$ cat config.mk
export PLATFORM = sky130hd
export DESIGN_NAME = pedal_average_threshold_top
export DESIGN_NICKNAME = d
export VERILOG_FILES = /design/src/rtl/core/pat_pkg.sv /design/src/rtl/core/pat_ctrl.sv /design/src/rtl/core/pat_datapath.sv /design/src/rtl/core/pedal_average_threshold_top.sv
export SDC_FILE = /design/constraint.sdc
export NUM_CORES = 1
export LEC_CHECK = 0
export BUFFER_PORTS_ARGS = -buffer_cell sky130_fd_sc_hd__clkbuf_2
export CAP_MARGIN = 20
export CORE_AREA = 2 2 236 238
export CTS_BUF_LIST = sky130_fd_sc_hd__clkbuf_4 sky130_fd_sc_hd__clkbuf_8
export DETAILED_ROUTE_END_ITERATION = 8
export DIE_AREA = 0 0 238 240
export PLACE_DENSITY = 0.75
export SYNTH_ARGS = -nofsm -noshare
export SYNTH_HDL_FRONTEND = slang
export SYNTH_SLANG_ARGS = --single-unit
$ cat constraint.sdc
create_clock -name i_clk -period 5.95 [get_ports i_clk]
set_input_delay 1.4875 -clock i_clk [delete_from_list [all_inputs] [get_ports i_clk]]
set_output_delay 1.4875 -clock i_clk [all_outputs]
set_load 0.03 [all_outputs]
$ cat src/rtl/core/pat_pkg.sv
`timescale 1ns / 1ps
`default_nettype none

package pat_pkg;

    // Window depth and field widths.
    localparam int WINDOW = 10;
    localparam int SMP_W  = 13;
    localparam int FRAC_W = 16;

    // Derived widths for the window bookkeeping and the divider.
    localparam int CNT_W     = $clog2(WINDOW + 1);
    localparam int SLOT_W    = (WINDOW > 1) ? $clog2(WINDOW) : 1;
    localparam int SUM_W     = $clog2(WINDOW * ((1 << SMP_W) - 1) + 1);
    localparam int DEN_W     = CNT_W + SMP_W;
    localparam int REM_W     = DEN_W + 1;
    localparam int DIV_CNT_W = $clog2(FRAC_W + 2);

    localparam logic [DIV_CNT_W-1:0] DIV_LAST = DIV_CNT_W'(FRAC_W + 1);
    localparam logic [CNT_W-1:0]     FILL_FULL = CNT_W'(WINDOW);
    localparam logic [SLOT_W-1:0]    SLOT_LAST = SLOT_W'(WINDOW - 1);
    localparam logic [FRAC_W-1:0]    FRAC_ONE  = 16'h8000;

    // Configuration register indexes and reset values.
    localparam logic [1:0] CFG_GAS_FULL_SCALE    = 2'd0;
    localparam logic [1:0] CFG_BRAKE_FULL_SCALE  = 2'd1;
    localparam logic [1:0] CFG_GAS_DEADBAND      = 2'd2;
    localparam logic [1:0] CFG_BRAKE_LIGHT_LEVEL = 2'd3;

    localparam logic [SMP_W-1:0]  RST_GAS_FULL_SCALE    = 13'd8191;
    localparam logic [SMP_W-1:0]  RST_BRAKE_FULL_SCALE  = 13'd8191;
    localparam logic [FRAC_W-1:0] RST_GAS_DEADBAND      = 16'd983;
    localparam logic [FRAC_W-1:0] RST_BRAKE_LIGHT_LEVEL = 16'd3277;

    // One poll of both pedals.
    typedef struct packed {
        logic [SMP_W-1:0] gas_sample;
        logic [SMP_W-1:0] brake_sample;
    } t_in_item;

    // One filtered result.
    typedef struct packed {
        logic [FRAC_W-1:0] gas_fraction;
        logic [FRAC_W-1:0] brake_fraction;
        logic              brake_lamp;
    } t_out_item;

    typedef enum logic [2:0] {
        S_IDLE,
        S_UPDATE,
        S_B_LOAD,
        S_B_RUN,
        S_G_LOAD,
        S_G_RUN,
        S_OUTPUT
    } t_state;

    // Commands from the controller to the datapath.
    typedef struct packed {
        logic capture;
        logic update;
        logic div_start;
        logic div_gas;
        logic div_step;
        logic div_store;
        logic finish;
    } t_dp_cmd;

    // Status from the datapath to the controller.
    typedef struct packed {
        logic div_done;
    } t_dp_status;

endpackage

`default_nettype wire

$ cat src/rtl/core/pat_ctrl.sv
`timescale 1ns / 1ps
`default_nettype none

module pat_ctrl
    import pat_pkg::*;
(
    input  wire logic       i_clk,
    input  wire logic       i_rst_n,
    input  wire logic       i_in_valid,
    output logic            o_in_ready,
    output logic            o_out_valid,
    input  wire logic       i_out_ready,
    input  wire t_dp_status i_status,
    output t_dp_cmd         o_cmd
);

    t_state r_state;
    t_state n_state;
    logic   r_out_valid;
    logic   n_out_valid;

    // State and output valid registers.
    always_ff @(posedge i_clk) begin
        if (!i_rst_n) begin
            r_state     <= S_IDLE;
            r_out_valid <= 1'b0;
        end else begin
            r_state     <= n_state;
            r_out_valid <= n_out_valid;
        end
    end

    // Next state and datapath commands.
    always_comb begin
        n_state     = r_state;
        o_cmd       = '0;
        o_in_ready  = 1'b0;
        n_out_valid = r_out_valid && !i_out_ready;
        unique case (r_state)
            S_IDLE: begin
                o_in_ready = 1'b1;
                if (i_in_valid) begin
                    o_cmd.capture = 1'b1;
                    n_state       = S_UPDATE;
                end
            end
            S_UPDATE: begin
                o_cmd.update = 1'b1;
                n_state      = S_B_LOAD;
            end
            S_B_LOAD: begin
                o_cmd.div_start = 1'b1;
                n_state         = S_B_RUN;
            end
            S_B_RUN: begin
                if (i_status.div_done) begin
                    o_cmd.div_store = 1'b1;
                    n_state         = S_G_LOAD;
                end else begin
                    o_cmd.div_step = 1'b1;
                end
            end
            S_G_LOAD: begin
                o_cmd.div_start = 1'b1;
                o_cmd.div_gas   = 1'b1;
                n_state         = S_G_RUN;
            end
            S_G_RUN: begin
                o_cmd.div_gas = 1'b1;
                if (i_status.div_done) begin
                    o_cmd.div_store = 1'b1;
                    n_state         = S_OUTPUT;
                end else begin
                    o_cmd.div_step = 1'b1;
                end
            end
            S_OUTPUT: begin
                // Load the output register once the previous result is gone.
                if (!r_out_valid || i_out_ready) begin
                    o_cmd.finish = 1'b1;
                    n_out_valid  = 1'b1;
                    n_state      = S_IDLE;
                end
            end
            default: begin
                n_state = S_IDLE;
            end
        endcase
    end

    assign o_out_valid = r_out_valid;

endmodule

`default_nettype wire

$ cat src/rtl/core/pat_datapath.sv
`timescale 1ns / 1ps
`default_nettype none

module pat_datapath
    import pat_pkg::*;
(
    input  wire logic        i_clk,
    input  wire logic        i_rst_n,
    input  wire logic        i_cfg_we,
    input  wire logic [1:0]  i_cfg_index,
    input  wire logic [15:0] i_cfg_data,
    input  wire t_in_item    i_in_data,
    input  wire t_dp_cmd     i_cmd,
    output t_dp_status       o_status,
    output t_out_item        o_out_data
);

    // Configuration registers.
    logic [SMP_W-1:0]  r_gas_fs;
    logic [SMP_W-1:0]  r_brake_fs;
    logic [FRAC_W-1:0] r_deadband;
    logic [FRAC_W-1:0] r_light;

    // Window state.
    t_in_item          r_mem [WINDOW];
    t_in_item          r_in;
    t_in_item          r_old;
    logic [SUM_W-1:0]  r_gas_sum;
    logic [SUM_W-1:0]  r_brake_sum;
    logic [SLOT_W-1:0] r_slot;
    logic [CNT_W-1:0]  r_fill;

    // Divider state.
    logic [DIV_CNT_W-1:0] r_div_cnt;
    logic [SUM_W-2:0]     r_num_hi;
    logic [FRAC_W-1:0]    r_num_lo;
    logic [DEN_W-1:0]     r_den;
    logic [REM_W-1:0]     r_rem;
    logic [FRAC_W-1:0]    r_quo;
    logic                 r_ovf;

    // Per-pedal results.
    logic [FRAC_W-1:0] r_bf;
    logic [FRAC_W-1:0] r_gf;
    t_out_item         r_out;

    logic [SUM_W-1:0]  sel_sum;
    logic [SMP_W-1:0]  sel_fs;
    logic [SMP_W-1:0]  eff_fs;
    logic [REM_W-1:0]  rem_shift;
    logic [REM_W-1:0]  den_ext;
    logic              rem_ge;
    logic [FRAC_W-1:0] sat_frac;

    // Configuration writes; a zero full scale is treated as one later.
    always_ff @(posedge i_clk) begin
        if (!i_rst_n) begin
            r_gas_fs   <= RST_GAS_FULL_SCALE;
            r_brake_fs <= RST_BRAKE_FULL_SCALE;
            r_deadband <= RST_GAS_DEADBAND;
            r_light    <= RST_BRAKE_LIGHT_LEVEL;
        end else if (i_cfg_we) begin
            unique case (i_cfg_index)
                CFG_GAS_FULL_SCALE:    r_gas_fs   <= i_cfg_data[SMP_W-1:0];
                CFG_BRAKE_FULL_SCALE:  r_brake_fs <= i_cfg_data[SMP_W-1:0];
                CFG_GAS_DEADBAND:      r_deadband <= i_cfg_data;
                CFG_BRAKE_LIGHT_LEVEL: r_light    <= i_cfg_data;
                default:               r_light    <= r_light;
            endcase
        end
    end

    // Sample window memory with a registered read of the current slot.
    always_ff @(posedge i_clk) begin
        if (i_cmd.update) begin
            r_mem[r_slot] <= r_in;
        end
        r_old <= r_mem[r_slot];
    end

    // Input capture.
    always_ff @(posedge i_clk) begin
        if (i_cmd.capture) begin
            r_in <= i_in_data;
        end
    end

    // Running sums, write slot and fill count.
    always_ff @(posedge i_clk) begin
        if (!i_rst_n) begin
            r_gas_sum   <= '0;
            r_brake_sum <= '0;
            r_slot      <= '0;
            r_fill      <= '0;
        end else if (i_cmd.update) begin
            if (r_fill == FILL_FULL) begin
                r_gas_sum   <= r_gas_sum - SUM_W'(r_old.gas_sample)
                             + SUM_W'(r_in.gas_sample);
                r_brake_sum <= r_brake_sum - SUM_W'(r_old.brake_sample)
                             + SUM_W'(r_in.brake_sample);
            end else begin
                r_gas_sum   <= r_gas_sum + SUM_W'(r_in.gas_sample);
                r_brake_sum <= r_brake_sum + SUM_W'(r_in.brake_sample);
                r_fill      <= r_fill + CNT_W'(1);
            end
            r_slot <= (r_slot == SLOT_LAST) ? '0 : r_slot + SLOT_W'(1);
        end
    end

    // Operand selection for the shared divider.
    always_comb begin
        sel_sum   = i_cmd.div_gas ? r_gas_sum : r_brake_sum;
        sel_fs    = i_cmd.div_gas ? r_gas_fs : r_brake_fs;
        eff_fs    = (sel_fs == '0) ? SMP_W'(1) : sel_fs;
        den_ext   = REM_W'(r_den);
        rem_shift = {r_rem[REM_W-2:0], r_num_lo[FRAC_W-1]};
        rem_ge    = rem_shift >= den_ext;
        sat_frac  = (r_ovf || (r_quo > FRAC_ONE)) ? FRAC_ONE : r_quo;
    end

    // Restoring divider for sum * 2^15 / (count * full scale). The first
    // step checks whether the quotient overflows sixteen bits, then one
    // quotient bit is produced per cycle.
    always_ff @(posedge i_clk) begin
        if (!i_rst_n) begin
            r_div_cnt <= '0;
        end else if (i_cmd.div_start) begin
            r_div_cnt <= '0;
        end else if (i_cmd.div_step) begin
            r_div_cnt <= r_div_cnt + DIV_CNT_W'(1);
        end
    end

    always_ff @(posedge i_clk) begin
        if (i_cmd.div_start) begin
            r_num_hi <= sel_sum[SUM_W-1:1];
            r_num_lo <= {sel_sum[0], {(FRAC_W-1){1'b0}}};
            r_den    <= DEN_W'(r_fill * eff_fs);
        end else if (i_cmd.div_step) begin
            if (r_div_cnt == '0) begin
                r_rem <= REM_W'(r_num_hi);
                r_ovf <= REM_W'(r_num_hi) >= den_ext;
            end else begin
                r_rem    <= rem_ge ? rem_shift - den_ext : rem_shift;
                r_quo    <= {r_quo[FRAC_W-2:0], rem_ge};
                r_num_lo <= {r_num_lo[FRAC_W-2:0], 1'b0};
            end
        end
    end

    // Thresholds: brake first, then gas, which also yields to the brake.
    always_ff @(posedge i_clk) begin
        if (i_cmd.div_store) begin
            if (i_cmd.div_gas) begin
                r_gf <= ((sat_frac < r_deadband) || (r_bf != '0)) ? '0 : sat_frac;
            end else begin
                r_bf <= (sat_frac < r_light) ? '0 : sat_frac;
            end
        end
    end

    // Output register.
    always_ff @(posedge i_clk) begin
        if (i_cmd.finish) begin
            r_out.gas_fraction   <= r_gf;
            r_out.brake_fraction <= r_bf;
            r_out.brake_lamp     <= r_bf > r_light;
        end
    end

    assign o_status.div_done = (r_div_cnt == DIV_LAST);
    assign o_out_data        = r_out;

endmodule

`default_nettype wire

$ cat src/rtl/core/pedal_average_threshold_top.sv
// The shared restoring divider runs first for the brake and then for the gas
// fraction; a new input transaction is not accepted until the result of the
// previous one has been loaded into the output register.
// Input is accepted while an earlier result still waits in the output register.
// Reset is synchronous, active low: it empties the windows, clears the sums and
// restores the configuration defaults; no clearing pass is needed.
`timescale 1ns / 1ps
`default_nettype none

module pedal_average_threshold_top
    import pat_pkg::*;
(
    input  wire logic        i_clk,
    input  wire logic        i_rst_n,
    input  wire logic        i_cfg_we,
    input  wire logic [1:0]  i_cfg_index,
    input  wire logic [15:0] i_cfg_data,
    input  wire logic        i_in_valid,
    output logic             o_in_ready,
    input  wire t_in_item    i_in_data,
    output logic             o_out_valid,
    input  wire logic        i_out_ready,
    output t_out_item        o_out_data
);

    t_dp_cmd    dp_cmd;
    t_dp_status dp_status;

    // Sequencer for one poll at a time.
    pat_ctrl u_ctrl (
        .i_clk       (i_clk),
        .i_rst_n     (i_rst_n),
        .i_in_valid  (i_in_valid),
        .o_in_ready  (o_in_ready),
        .o_out_valid (o_out_valid),
        .i_out_ready (i_out_ready),
        .i_status    (dp_status),
        .o_cmd       (dp_cmd)
    );

    // Windows, sums, divider and thresholds.
    pat_datapath u_datapath (
        .i_clk       (i_clk),
        .i_rst_n     (i_rst_n),
        .i_cfg_we    (i_cfg_we),
        .i_cfg_index (i_cfg_index),
        .i_cfg_data  (i_cfg_data),
        .i_in_data   (i_in_data),
        .i_cmd       (dp_cmd),
        .o_status    (dp_status),
        .o_out_data  (o_out_data)
    );

endmodule

`default_nettype wire

==> flow_metrics.tcl, run 1 <==
set metrics [dict create \
    outcome "finished clean" \
    grt_use_total_pct 22.6 \
    postCtsSetupBuffers 0 \
    ys_top_cells_by_area "edfxtp_1 (45%), dfxtp_1 (9.6%), ha_1 (7.5%)" \
    fin_setup_tns_ns 0 \
    grt.met1_usage_pct 28.4 \
    use_met3_pct 4.26 \
    syn_inst 2360 \
    ant_nets 0 \
    critical_path.top_delay_family "compound AO/OA/AOI/OAI gates" \
    syn2layout_area_growth_pct 11.3 \
    die_x_um 238 \
    relSlewSlack_pct 28.1 \
    cp_cell_sequence "nand2b_2 -> buf_4 -> mux2_2 -> and2_1 -> fa_1 -> inv_1 -> fa_1 -> inv_1 -> ha_1 -> inv_1 -> o21bai_1 -> a21oi_1 -> o21ai_0 -> a211oi_1 -> o41ai_1 -> a21oi_1 -> xnor2_1" \
    ys_ff_latch 554 \
    synth_common_cells "edfxtp_1 (419), inv_1 (242), nand2_1 (214)" \
    overflow 0 \
    ios 84 \
    dr.first_iter.drc_count 1403 \
    slowest_stage "fa_1" \
    timing.fmax_mhz 189 \
    cts_buffers 89 \
    async_flop_share_pct 0 \
    port_buffers 83 \
    via_per_inst 5.72 \
    totalWireLength_um 63400 \
    firstDrtPassIters 7 \
    cts_sinks 554 \
    synth-edff-count 419 \
    crit_fanout 36 \
    worst_slew_pin_slew_ns 1.08 \
    core_area_um2 54700 \
    ctsResizeCount 0 \
    cts_tree "built" \
    required_ns 6.38 \
    met2_usage_pct 39.0 \
    setup-violations-final 0 \
    fin_worst_skew_ns 0.0378 \
    synth_fp_nets 2629 \
    drive_gt1_share_pct 14.5 \
    min_period_ns 5.30 \
    critPathBufInv 4 \
    vias 18600 \
    cap_violations 0 \
    syn-cell-area_um2 28000 \
    startpoint_type "register" \
    yosys_warnings 0 \
    yosys.cell_types.count 74 \
    die-area_um2 57100 \
    root_buffer "clkbuf_8" \
    clk-insertion-delay-late_ns 0.71 \
    ys_seq_area_share_pct 54.6 \
    nets 2749 \
    grt_setup_unrepaired "no" \
    power_mw 9.36 \
    cp_common_cell "inv_1" \
    gp_congestion 0.913 \
    critical_path_class "reg2reg" \
    vdd_drop_max_v 0.000274 \
    clk_pin_slew_ns 0.06 \
    busiest_layer "met2" \
    synth_ff_type "edfxtp_1" \
    die_height_um 240 \
    hpwl_um 43300 \
    slew_violations 0 \
    synth_top_area_share_pct 44.9 \
    synthMostInstantiatedCell "edfxtp_1" \
    hp-class "reg2reg" \
    initial_utilization_pct 51.2 \
    crit_path_max_incr_delay_ns 0.53 \
    power_density_nw_per_um2 300 \
    grt_pass1_vias 19100 \
    grt_max_degree 59 \
    drc 0 \
    arrival_ns 5.73 \
    cts_buffer_depth 3 \
    rows 86 \
    end_kind "register" \
    synthesis.area_per_instance_um2 11.9 \
    synth_area_leader_cell "edfxtp_1" \
    grt_pass1_wl_um 101000 \
    post-route-period-util_pct 89.1 \
    wire_per_inst_um 19.5 \
    antenna_found_initial 1 \
    leakagePower_nw 12.3 \
    cts_hold_buf 0 \
    hold_viol_final 0 \
    cts_htree_levels 3 \
]
## flip-flops by register name (all words and copies together) (netlist names)
register / cells
u_ctrl.o_out_valid: 1
u_ctrl.r_state: 3
u_datapath.o_out_data: 33
u_datapath.r_bf: 16
u_datapath.r_brake_fs: 13
u_datapath.r_brake_sum: 17
u_datapath.r_deadband: 16
u_datapath.r_den: 17
u_datapath.r_div_cnt: 5
u_datapath.r_fill: 4
u_datapath.r_gas_fs: 13
u_datapath.r_gas_sum: 17
u_datapath.r_gf: 16
u_datapath.r_in: 26
u_datapath.r_light: 16
u_datapath.r_mem: 260
u_datapath.r_num_hi: 16
u_datapath.r_num_lo: 1
u_datapath.r_old: 26
u_datapath.r_ovf: 1
u_datapath.r_quo: 16
u_datapath.r_rem: 17
u_datapath.r_slot: 4
## cell usage in the layout, fill, tap and decap left out, drive strengths merged, types with 13 or more instances in the layout
| cell type | Yosys | final |
|---|---|---|
| a211oi | 52 | 52 |
| a21o | 27 | 27 |
| a21oi | 129 | 129 |
| a311oi | 13 | 13 |
| buf | 22 | 35 |
| clkbuf | 67 | 215 |
| clkinv | 0 | 23 |
| dfxtp | 135 | 135 |
| edfxtp | 419 | 419 |
| fa | 51 | 51 |
| ha | 169 | 169 |
| inv | 243 | 247 |
| mux2i | 53 | 53 |
| mux4 | 52 | 52 |
| nand2 | 214 | 214 |
| nand2b | 25 | 25 |
| nand3 | 51 | 51 |
| nand4 | 29 | 29 |
| nor2 | 106 | 106 |
| nor2b | 70 | 70 |
| nor3 | 69 | 69 |
| o211ai | 25 | 25 |
| o21a | 21 | 21 |
| o21ai | 79 | 79 |
| or3 | 18 | 18 |
| xnor2 | 46 | 46 |
| xor2 | 23 | 23 |
## final timing paths
kind	startpoint	to	slack (ns)	cells past startpoint
max reg2reg	u_ctrl.r_state[1]$_SDFFE_PN0P_	u_datapath.r_den[16]$_DFFE_PP_	0.65	17
min reg2reg	u_datapath.r_gf[12]$_SDFFCE_PP0P_	u_datapath.o_out_data[29]$_DFFE_PP_	0.42	0
max	u_ctrl.r_state[1]$_SDFFE_PN0P_	u_datapath.r_den[16]$_DFFE_PP_	0.65	17
min	u_datapath.r_gf[12]$_SDFFCE_PP0P_	u_datapath.o_out_data[29]$_DFFE_PP_	0.42	0
## stage by stage
step / area (um^2) / worst slack, ns / utilization [%] / instances / hold slack [ns]
2_1_floorplan: 28000 / 1.14 / - / 2360 / 0.400
3_3_place_gp: 29300 / 0.809 / 53.5 / 3091 / 0.404
3_5_place_dp: 29300 / 0.718 / 53.6 / 3092 / 0.405
4_1_cts: 31200 / 0.681 / 57.0 / 3256 / 0.419
5_1_grt: 31200 / 0.320 / 57.0 / 3259 / 0.426
6_report: 31200 / 0.646 / 57.0 / 3259 / 0.418
## kinds of logic (layout without fill, tap and decap cells)
family,after synthesis,in the layout,synth area share (%)
AOI/OAI and AO/OA,439,439,10.3
xor gates and xnor gates,69,69,2.16
adders and majority gates,220,220,11.2
buffers and inverters,332,525,4.52
DFF,554,554,54.6
muxes,110,110,6.28
other,0,2,0
and+or+nand+nor,636,636,11.0
## layout make-up
class	count	area [um^2]
Antenna cell	2	5.00
Clock buffer	132	1620
Clock inverter	32	267
Fill cell	4398	23500
Inverter	243	912
Multi-Input combinational cell	1474	11500
Sequential cell	554	15300
Tap cell	704	881
Timing Repair Buffer	118	698
## power breakdown
| group | leakage [nW] | switching (mW) | internal [mW] |
|---|---|---|---|
| sequential | 4.91 | 0.126 | 4.29 |
| combinational | 6.40 | 0.871 | 0.659 |
| clock | 1.00 | 1.53 | 1.89 |
## per-layer routing
layer  wire length [um]  share of wire [%]
met1              26800                 42
met2              31400                 50
met3               3630                5.7
met4               1580                2.5
met5                  0                  0
(Power assumes the default switching activity.)
==> inputs of run 2 (changes only) <==
--- a/config.mk
+++ b/config.mk
@@ -14,4 +14,5 @@
 export PLACE_DENSITY = 0.75
 export SYNTH_ARGS = -nofsm -noshare
 export SYNTH_HDL_FRONTEND = slang
+export SYNTH_HIERARCHICAL = 1
 export SYNTH_SLANG_ARGS = --single-unit
==> run 2 against run 1 <==
Cell count fell by 0.18%. Largest power group unchanged. Total power up 1.6%. Cell area up 0.31%. Clock power is 3% higher. Sequential share of layout area is 0.15 points lower. Fmax down 4.1%. Largest cell class unchanged. Synthesized cell count down 0.51%. Critical path depth rose by 2. Worst setup slack lost 0.23 ns. Worst hold slack hardly changed. Via count is 0.49% higher. Area after synthesis barely moved.
==> flow_metrics.tcl, run 2 <==
set metrics [dict create \
    outcome "finished clean" \
    fillCellCount 4405 \
    min_from "u_datapath/r_gf[12]$_SDFFCE_PP0P_" \
    wire_per_inst_um 19.0 \
    fin_worst_skew_ns 0.0398 \
    via_per_inst 5.75 \
    synth_ff_type "edfxtp_1" \
    synth_area_leader_cell "edfxtp_1" \
    synth-edff-count 419 \
    crit_fanout 11 \
    ys_top_cells_by_area "edfxtp_1 (45%), dfxtp_1 (9.7%), ha_1 (7.6%)" \
    clk_pin_slew_ns 0.06 \
    hold_viol_final 0 \
    port_buffers 83 \
    holdWs_ns 0.418 \
    regMostFlops "u_datapath/r_mem" \
    cts_htree_levels 3 \
    antenna_found_initial 0 \
    firstDrtPassIters 6 \
    root_buffer "clkbuf_8" \
    syn-cell-area_um2 28000 \
    yosys.cell_types.count 76 \
    gp_congestion 0.906 \
    end_kind "register" \
    totalWireLength_um 61700 \
    largest_reg_flops 260 \
    grt_use_total_pct 21.7 \
    cp_cell_sequence "inv_2 -> nor2_4 -> buf_12 -> mux2_2 -> or4b_1 -> o31ai_2 -> nand2_1 -> fa_1 -> fa_1 -> inv_1 -> ha_1 -> a21o_1 -> a21oi_1 -> o21bai_1 -> a31oi_1 -> o211ai_1 -> a31o_2 -> a21oi_1 -> xnor2_1" \
    power_density_nw_per_um2 304 \
    cts_sinks 554 \
    num_antenna_cells 0 \
    hpwl_um 41800 \
    initial_utilization_pct 51.2 \
    vias 18700 \
    regToRegSetupSlack_ns 0.42 \
    die-area_um2 57100 \
    async_flop_share_pct 0 \
    worst_slew_pin_slew_ns 1.04 \
    nets 2745 \
    slew_violations 0 \
    hp-class "reg2reg" \
    synthesis.area_per_instance_um2 11.9 \
    ys_ff_latch 554 \
    holdPathStages 0 \
    clk-insertion-delay-late_ns 0.70 \
    fin_setup_tns_ns 0 \
    fin_util_pct 57.2 \
    r2r-end "u_datapath/r_den[15]$_DFFE_PP_" \
    worstReg2RegStart "u_ctrl/r_state[2]$_SDFFE_PN0P_" \
    grt_setup_unrepaired "no" \
    drc 0 \
    overflow 0 \
    core_area_um2 54700 \
    synth_fp_nets 2617 \
    cts_tree "built" \
    ios 84 \
    arrival_ns 5.95 \
    yosys_warnings 6 \
    synthMostInstantiatedCell "edfxtp_1" \
    holdPathEnd "u_datapath/o_out_data[29]$_DFFE_PP_" \
    syn2layout_area_growth_pct 11.7 \
    grt_pass1_wl_um 98000 \
    leakagePower_nw 12.2 \
    critical_path_class "reg2reg" \
    ant_nets 0 \
    critical_path.top_delay_family "compound AO/OA/AOI/OAI gates" \
    slowest_stage "fa_1" \
    syn_inst 2348 \
    synth_top_area_share_pct 44.9 \
    synth_common_cells "edfxtp_1 (419), inv_1 (229), nand2_1 (214)" \
    critPathBufInv 3 \
    rows 86 \
    relSlewSlack_pct 30.5 \
    final_cell_mix "edfxtp_1 (419), inv_1 (229), nand2_1 (214)" \
    die_height_um 240 \
    cts_buffer_depth 3 \
    vdd_drop_max_v 0.000290 \
    crit_path_max_incr_delay_ns 0.61 \
    drive_gt1_share_pct 15.0 \
    cts_buffers 88 \
    required_ns 6.37 \
    dr.first_iter.drc_count 1274 \
    timing.fmax_mhz 181 \
    ys_seq_area_share_pct 54.6 \
    cap_violations 0 \
    die_x_um 238 \
    setup-violations-final 0 \
    startpoint_type "register" \
    min_period_ns 5.53 \
    grt_max_degree 66 \
    r2r_cells 19 \
    mostFrequentLayoutCell "edfxtp_1" \
    grt_pass1_vias 19000 \
    cts_hold_buf 0 \
    post-route-period-util_pct 93.0 \
]
run 2: cell type report:
type	instances	area [um^2]	share of cell area (%)
flip-flops and latches	554	15300	48.9
inverters	232	871	2.78
repair buffers	120	706	2.26
clock buffers	129	1590	5.10
clock inverters	34	348	1.11
well taps	704	881	2.82
multi-input cells	1480	11600	37.0
run 2: worst reg2reg max path: cells and delay by family (launching register included):
kind / cells / cell delay, ns
XOR/XNOR: 1 / 0.08
adder cells (fa/ha/maj): 3 / 1.44
flip-flops: 1 / 0.47
multiplexers: 1 / 0.38
AO/OA/AOI/OAI: 8 / 1.75
buffers and inverters: 3 / 0.34
AND/OR/NAND/NOR: 3 / 0.84
run 2: through the flow:
stage	worst slack [ns]	instance area [um^2]	power, mW	cells
floorplan	0.797	28000	5.68	2348
global placement	0.436	29300	6.00	3084
detailed placement	0.246	29300	6.06	3084
CTS	0.206	31200	9.58	3247
global route	0.111	31300	9.96	3253
finish	0.418	31300	9.51	3253
run 2: worst max path at each step:
stage,slack [ns],startpoint,cells past startpoint,endpoint
floorplan,0.80,u_ctrl/r_state[2]$_SDFFE_PN0P_,19,u_datapath/r_den[15]$_DFFE_PP_
global placement,0.44,u_ctrl/r_state[2]$_SDFFE_PN0P_,18,u_datapath/r_den[15]$_DFFE_PP_
detailed placement,0.25,u_ctrl/r_state[2]$_SDFFE_PN0P_,18,u_datapath/r_den[15]$_DFFE_PP_
CTS,0.21,u_ctrl/r_state[2]$_SDFFE_PN0P_,18,u_datapath/r_den[15]$_DFFE_PP_
global route,0.11,u_ctrl/r_state[2]$_SDFFE_PN0P_,19,u_datapath/r_den[15]$_DFFE_PP_
finish,0.42,u_ctrl/r_state[2]$_SDFFE_PN0P_,19,u_datapath/r_den[15]$_DFFE_PP_
run 2: logic make-up (layout without fill, tap and decap cells):
family / Yosys count / after routing / share of synthesized area [%]
adders and majority gates: 220 / 220 / 11.2
xor gates and xnor gates: 66 / 66 / 2.06
buffers and inverters: 314 / 515 / 4.33
AOI/OAI and AO/OA: 449 / 449 / 10.4
DFF: 554 / 554 / 54.6
muxes: 113 / 113 / 6.39
and+or+nand+nor: 632 / 632 / 11.1
run 2: report_power, final:
group / leakage (nW) / internal, mW / total, mW / switching, mW
clock: 1.02 / 2.00 / 3.51 / 1.51
sequential: 4.88 / 4.30 / 4.44 / 0.141
combinational: 6.33 / 0.679 / 1.56 / 0.883
total: 12.2 / 6.98 / 9.51 / 2.53
run 2: repair_timing:
| action | 4_1_cts | 5_1_grt |
|---|---|---|
| endpoints found under the hold margin | 0 | 0 |
| buffers inserted | 0 | 6 |
| resized for setup | 0 | 4 |
| endpoints found under the setup margin | 0 | 3 |
run 2: metal layers:
metal / part of all wire (%) / wire (um) / vias up / GRT usage (%)
met2: 48 / 29800 / 603 / 36.5
met4: 3.5 / 2140 / 0 / 9.32
met1: 43 / 26400 / 9192 / 28.3
met5: 0 / 0 / - / 0
met3: 5.4 / 3320 / 151 / 3.25
li1: - / - / 8772 / -
